`config.mk`:
```
export PLATFORM = sky130hd
export DESIGN_NAME = esbm_ctrl
export DESIGN_NICKNAME = d
export VERILOG_FILES = /design/src/rtl/esbm_pkg.sv /design/src/rtl/esbm_ctrl.sv
export SDC_FILE = /design/constraint.sdc
export NUM_CORES = 1
export LEC_CHECK = 0
export BUFFER_PORTS_ARGS = -buffer_cell sky130_fd_sc_hd__buf_2
export CORE_AREA = 5 5 42 44
export CTS_CLUSTER_SIZE = 12
export DETAILED_ROUTE_END_ITERATION = 8
export DIE_AREA = 0 0 47 49
export PLACE_DENSITY_LB_ADDON = 0.08
export SYNTH_ARGS = -nofsm -noshare
export SYNTH_HDL_FRONTEND = slang
export SYNTH_SLANG_ARGS = --single-unit
```
`constraint.sdc`:
```
create_clock -name clk -period 1.18 [get_ports clk]
set_input_delay 0.059 -clock clk [delete_from_list [all_inputs] [get_ports clk]]
set_output_delay 0.059 -clock clk [all_outputs]
set_load 0.005 [all_outputs]
```
`src/rtl/esbm_pkg.sv`:
```
`timescale 1ns / 1ps
package esbm_pkg;

	localparam int TABLE_DEPTH = 64;
	localparam int NUM_SYS     = 3;

	localparam int SYS_W   = 2;
	localparam int SAT_W   = 6;
	localparam int WEEK_W  = 13;
	localparam int REFS_W  = 20;
	localparam int QMS_W   = 30;
	localparam int SRC_W   = 8;
	localparam int STAT_W  = 2;
	localparam int OIDX_W  = 6;
	localparam int DIFF_W  = 13;

	localparam int IDX_W   = (TABLE_DEPTH > 1) ? $clog2(TABLE_DEPTH) : 1;
	localparam int CNT_W   = $clog2(TABLE_DEPTH + 1);
	localparam int RAM_DEPTH = NUM_SYS * TABLE_DEPTH;
	localparam int ADDR_W  = (RAM_DEPTH > 1) ? $clog2(RAM_DEPTH) : 1;
	localparam int REC_W   = SAT_W + WEEK_W + REFS_W + SRC_W;

	// floor(x / 1000) = (x * 274877907) >> 38 for any x below 2**32
	localparam int QSEC_W    = 21;
	localparam int RECIP_W   = 29;
	localparam int RECIP_SH  = 38;
	localparam int QPROD_W   = QMS_W + RECIP_W;
	localparam logic [RECIP_W-1:0] RECIP_1000 = 29'd274877907;

	localparam int QWEEK_W = 15;
	localparam int SDIFF_W = 22;
	localparam int SUM_W   = 36;
	localparam logic signed [QWEEK_W-1:0] BDS_WEEK_OFS = 15'sd1356;
	localparam logic signed [20:0]        WEEK_SECS    = 21'sd604800;
	localparam logic signed [SUM_W-1:0]   SPAN_LIMIT   = 36'sd7200;

	localparam logic [SYS_W-1:0] SYS_GPS = 2'd0;
	localparam logic [SYS_W-1:0] SYS_BDS = 2'd1;
	localparam logic [SYS_W-1:0] SYS_GAL = 2'd2;

	localparam logic [STAT_W-1:0] STAT_STORED = 2'd0;
	localparam logic [STAT_W-1:0] STAT_FULL   = 2'd1;
	localparam logic [STAT_W-1:0] STAT_FOUND  = 2'd2;
	localparam logic [STAT_W-1:0] STAT_NONE   = 2'd3;

	localparam logic REQ_STORE = 1'b0;
	localparam logic REQ_FIND  = 1'b1;

	typedef enum logic [2:0] {
		S_IDLE,
		S_STORE,
		S_PREP,
		S_SCAN,
		S_DRAIN,
		S_DONE
	} esbm_state_t;

	typedef struct packed {
		logic latch;
		logic store;
		logic prep;
		logic issue;
		logic finish;
		logic load_out;
	} esbm_cmd_t;

	typedef struct packed {
		logic is_find;
		logic count_zero;
		logic scan_last;
		logic pipe_empty;
		logic out_free;
	} esbm_sts_t;

	function automatic logic [OIDX_W-1:0] to_out_idx(input logic [IDX_W-1:0] i);
		logic [IDX_W+OIDX_W-1:0] w;
		w = {{OIDX_W{1'b0}}, i};
		return w[OIDX_W-1:0];
	endfunction

	function automatic logic [ADDR_W-1:0] base_addr(input logic [SYS_W-1:0] s);
		logic [ADDR_W-1:0] b;
		case (s)
			SYS_BDS: b = ADDR_W'(TABLE_DEPTH);
			SYS_GAL: b = ADDR_W'(2 * TABLE_DEPTH);
			default: b = '0;
		endcase
		return b;
	endfunction

endpackage

```
`src/rtl/esbm_ctrl.sv`:
```
`timescale 1ns / 1ps
module esbm_ctrl (
	input  logic                clk,
	input  logic                arst_n,
	input  logic                in_valid,
	output logic                in_stall,
	input  esbm_pkg::esbm_sts_t sts,
	output esbm_pkg::esbm_cmd_t cmd
);

	import esbm_pkg::*;

	esbm_state_t state_q, state_nx;

	always_ff @(posedge clk or negedge arst_n) begin
		if (!arst_n) begin
			state_q <= S_IDLE;
		end else begin
			state_q <= state_nx;
		end
	end

	always_comb begin
		state_nx = state_q;
		case (state_q)
			S_IDLE: begin
				if (in_valid) begin
					state_nx = sts.is_find ? S_PREP : S_STORE;
				end
			end
			S_STORE: state_nx = S_DONE;
			S_PREP: state_nx = sts.count_zero ? S_DRAIN : S_SCAN;
			S_SCAN: begin
				if (sts.scan_last) begin
					state_nx = S_DRAIN;
				end
			end
			S_DRAIN: begin
				if (sts.pipe_empty) begin
					state_nx = S_DONE;
				end
			end
			S_DONE: begin
				if (sts.out_free) begin
					state_nx = S_IDLE;
				end
			end
			default: state_nx = S_IDLE;
		endcase
	end

	always_comb begin
		cmd      = '0;
		in_stall = 1'b1;
		case (state_q)
			S_IDLE: begin
				in_stall  = 1'b0;
				cmd.latch = in_valid;
			end
			S_STORE: cmd.store = 1'b1;
			S_PREP:  cmd.prep  = 1'b1;
			S_SCAN:  cmd.issue = 1'b1;
			S_DRAIN: cmd.finish = sts.pipe_empty;
			S_DONE:  cmd.load_out = sts.out_free;
			default: cmd = '0;
		endcase
	end

endmodule

```
# After elaboration in Yosys (flattened, before gate mapping)
# Index checks and enable logic that the tools add are counted.
[word_totals] output_inout_bits=7 latchBits=0 wordCells=26 inputBits=8 register_bits=3 ramBits=0 mem_bits_ro=0 n_memories=0
[op_classes] n_div=0 n_mux=14 n_shift=0 eq_ne=9 order_cmp=0 mul=0 bitwise=0 add_sub_neg=0 reduce_logical=2
[ops] operator="$pmux W3 S6" count=1
[ops] operator="$mux W3" count=5
[ops] operator="$ne A2 B2 Y1 const B" count=4
[ops] operator="$mux W1" count=7
[ops] operator="$eq A3 B2 Y1 const B" count=2
[ops] operator="$eq A3 B3 Y1 const B" count=2
[ops] operator="$reduce_and A4 Y1" count=1
[ops] operator="$eq A3 B1 Y1 const B" count=1
[ops] operator="$logic_not A3 Y1" count=1
[ops] operator="$mux W2" count=1

# Depth between registers and ports, before layout
[logic_depth] ltp_word=3 depth_mapped=4 ltp_nobuf=3

# Least setup slack after synthesis
# No wires, ideal clock.
[synth_path] path_kind="reg-to-reg" start="register state_q[2]" end="register state_q[0]" setup_slack_ns=0.049 required_ns=1.050 setup_time_ns=0.130 path_buffers=1 stages_incl_launch_ff=5 arrival_ns=1.000 period_less_slack_ns=1.131 cell_sequence="dfrtp_1 -> buf_6 -> nor2b_4 -> a222oi_1 -> a2bb2oi_1"
[synth_via] elab_chain_cells=3 word_cells_on_any_way=12 classes_between="9 x eq/ne; 1 x mux; 2 x reduce/logical"
[synth_lines] element="start, declared" line="esbm_ctrl.sv:13" rtl="esbm_state_t state_q, state_nx;"
[synth_lines] element="start signal, assigned" line="esbm_ctrl.sv:19" rtl="state_q <= state_nx;"
[synth_lines] element="$eq A3 B2 Y1 (tied with other cells)" line="esbm_ctrl.sv:25" rtl="case (state_q)"
[synth_lines] element="$ne A2 B2 Y1 (no source line)"
[synth_lines] element="$reduce_and A4 Y1 (no source line)"
# Several ways; a longest one is shown, not always the timed one.
# A chain may end at the register's enable or synchronous reset.

==> impl_summary.md <==
Global routing
The initial antenna violation count is 0. The overall global routing resource usage is 0.0895. The global-route wire length before repair is 1490 µm. The most heavily used metal layer in global routing is met2. In the global route stage, met1 resource usage came out at 0.101. The via count of the first global-routing pass is 361.

The maximum number of pins on one net before global-route repair is 7. For met3 alone, demand over resource in global routing was 0.0148. The global route total overflow is 0.

For this run, global-route usage on met2 was measured as 0.147.

Setup path
Among the stages of the critical path, the cell type that occurs most often is buf_6. The slowest stage of the critical path is the dfrtp_2 cell. The setup path with the least slack is of type register to primary output. The data arrival time of the critical path is 1.18 ns. For the worst setup path, the data required time is 1.12 ns. In this run the worst path has a maximum fanout of 5. In this design, the stage delay of the slowest critical-path cell is 0.41 ns. The capturing element type of the critical path is a primary output. In this run the register-to-register setup slack is -0.05 ns. STA classifies the critical path startpoint as a register. The critical path goes through nor2b_4, buf_6, and3_4, buf_6.

Hold path
The path type of the worst min-delay path is primary input to register.

Final layout
At the end of the flow, the number of nets in the layout was 70. The final design instance area without fill is 487 µm². In the final layout, the share of cells above drive strength 1 is 0.623. More flip-flops sit in one register than any other, and that register is state_q. Relative to the synthesized area, the layout overhead comes to 76.0%. The flip-flop count of the largest register, all copies and words added is 3.

The number of antenna diodes in the final layout is 0. The largest registers in the layout are state_q x3.

Clock tree
TritonCTS built the clock tree. After clock tree synthesis, the clock-pin slew on the worst setup and hold paths is 0.03 ns. The library cell used as clock root buffer is clkbuf_4. The number of H-tree levels is 1.

The clock net in this run drives a total of 3 sinks. The worst-skew pair later-pin latency is 0.24 ns. The TritonCTS buffer count is 3. No sink is reached through more buffers than the 2 on the longest clock path.

Routing
The routed via count is 358. In the final routed layout, each cell accounts on average for 12.0 µm. For this block, the routed nets add up to 927 µm of wire. The number of vias per cell is 4.65. The count of unresolved DRC violations after routing is 0. The detail route stage leaves a number of antenna-violating nets equal to 0. The iteration-0 DRC count of the detailed router is 4.

The first detailed-routing pass ran for 4 iterations.

Placement
The number of buffers inserted by port buffering is 14. The congestion estimate from routability-driven global placement came to 0.806. The wire-length estimate of the detail-placed layout is 707 µm. Once placement finished, the instance area stood at 382 µm².

STA
Adding up every negative setup slack in the final design gives -0.229 ns. Setup repair after global routing could not meet its margin everywhere. The worst max-slew margin expressed relative to the limit is 0.812. The number of hold violations in the final report is 0. In the post-route analysis, the smallest setup slack over all paths is -0.0556 ns. The number of endpoints failing setup at the final stage is 5. The achievable clock frequency is 0.809 GHz. At the pin with the least slew margin, the transition time is 0.282 ns. The post-route minimum period is 1.24 ns.

The worst setup skew after layout is 0.00654 ns. Of the available clock period, the critical path in the final layout requires 1.05. The count of pins over their slew limit is 0.

Synthesis
The share of synthesized area in the top cell type comes to 0.271. Counting instances in the post-synthesis netlist gives the leading cell types as nor3_1 (5), nand2_1 (4), dfrtp_1 (3), nand2b_1 (3). Of the synthesized area, sequential elements account for 0.271. When the netlist entered floorplanning its net count stood at 42. Counting every instance in the synthesized netlist gives 34. The flip-flop and latch count after synthesis is 3. dfrtp_1 takes more of the synthesized area than any other cell. The number of synthesized flops with an enable pin is 0.

The post-synthesis cell area is 277 µm². The proportion of synthesized flip-flops having asynchronous set or reset is 1.00. The dominant synthesized flop cell is dfrtp_1. Ranked by total cell area, the synthesized netlist is headed by dfrtp_1 (27%), nor3_1 (9.0%), buf_6 (8.1%). For this run, the number of Yosys warnings is 0. The cell with the most instances after synthesis is nor3_1. The synthesized netlist contains 17 unique library cells. Each instance of the synthesized netlist takes up on average 8.13 µm².

Outcome
The checks that failed: setup timing. The flow ran to the end, but the final reports show violations.

Power
For this design the total switching power over the nets is 0.414 mW. The switching share of total power is 0.365. The maximum resistive drop on vdd is 0.758 mV.

The analysis attributes to cell leakage a power of 0.243 nW. The part of the total power dissipated in combinational logic is 0.639. Of the total power, the clock network draws 0.162. The sequential power share is 0.199. Power spread over the standard cell area amounts to 2330 nW/µm². The internal portion of total power is 0.720 mW.

Floorplanning
The top-level I/O count is 15. The starting utilization of the core area is 0.197. The floorplan step set the die width to 47 µm. The total core area is 1400 µm². In this run the vertical extent of the chip is 49 µm. The die covers 2300 µm².

The floorplan has 14 rows.

Job
Max-cap violations in this run came to 0.
worst paths after layout:
path	from	depth (start not counted)	end
max in group asynchronous	arst_n	2	state_q[0]$_DFFE_PN0P_
worst max-delay path	state_q[2]$_DFFE_PN0P_	4	cmd[1]
worst min-delay path	sts[3]	3	state_q[2]$_DFFE_PN0P_
worst min register to register	state_q[2]$_DFFE_PN0P_	3	state_q[1]$_DFFE_PN0P_
min in group asynchronous	arst_n	2	state_q[1]$_DFFE_PN0P_
worst max register to register	state_q[2]$_DFFE_PN0P_	5	state_q[0]$_DFFE_PN0P_
power groups by stage:
stage	Clock (mW)	Sequential [mW]	Combinational [mW]
2_1_floorplan	0	0.179	0.362
3_3_place_gp	0	0.229	0.544
3_5_place_dp	0	0.223	0.539
4_1_cts	0.188	0.220	0.695
5_1_grt	0.206	0.230	0.784
6_report	0.184	0.226	0.724
layout by cell type, fill, tap and decap left out, types with 2 or more instances in the layout:
cell type	synthesis	routed
buf_2	0	13
buf_4	0	9
nand2_1	4	4
nor3_1	5	3
nand2b_1	3	3
clkbuf_4	0	3
dfrtp_2	0	3
inv_2	2	2
nor3_2	0	2
nor2b_1	2	2
a31oi_1	2	2
buf_6	2	2
what timing repair did:
action                     in CTS  in global routing
setup endpoints to repair       8                  9
pin swaps                       1                  1
hold buffers                    1                  0
buffers inserted                4                  1
gates cloned                    0                  0
hold endpoints to repair        3                  0
gates resized for setup         9                  0
worst max-delay path, delay by kind of cell, from the launching register on:
family	cells	cell delay (ns)
buf+inv	2	0.20
flops	1	0.41
simple gates	2	0.34
metrics by stage:
stage / total power, mW / worst slack [ns] / hold slack (ns) / instances / utilization
finish: 1.13 / -0.0556 / 0.125 / 77 / 0.347
global route: 1.22 / -0.117 / 0.141 / 77 / 0.347
CTS: 1.10 / -0.0555 / 0.123 / 76 / 0.342
detailed placement: 0.762 / -0.0198 / -0.143 / 67 / 0.272
global placement: 0.773 / -0.0444 / -0.145 / 67 / 0.272
floorplan: 0.541 / 0.0491 / -0.237 / 34 / -
layer usage:
layer / wire, µm / vias up
met5: 0 / -
met1: 367 / 168
met2: 484 / 10
met4: 21 / 0
li1: - / 178
met3: 53 / 2
cell type report:
class                           instances  area, µm²
Clock buffer                            4       26.3
Fill cell                             157        915
Inverter                                2       7.51
Multi-Input combinational cell         27        189
Sequential cell                         3       78.8
Tap cell                               16       20.0
Timing Repair Buffer                   25        165
kinds of logic (layout without fill, tap and decap cells):
logic type / after synthesis / in the layout / synth area share
AO/OA/AOI/OAI: 6 / 6 / 0.163
buffers and inverters: 4 / 31 / 0.109
flip-flops: 3 / 3 / 0.271
AND/OR/NAND/NOR: 21 / 21 / 0.457
Note: power is estimated with default switching activity, not from simulation.
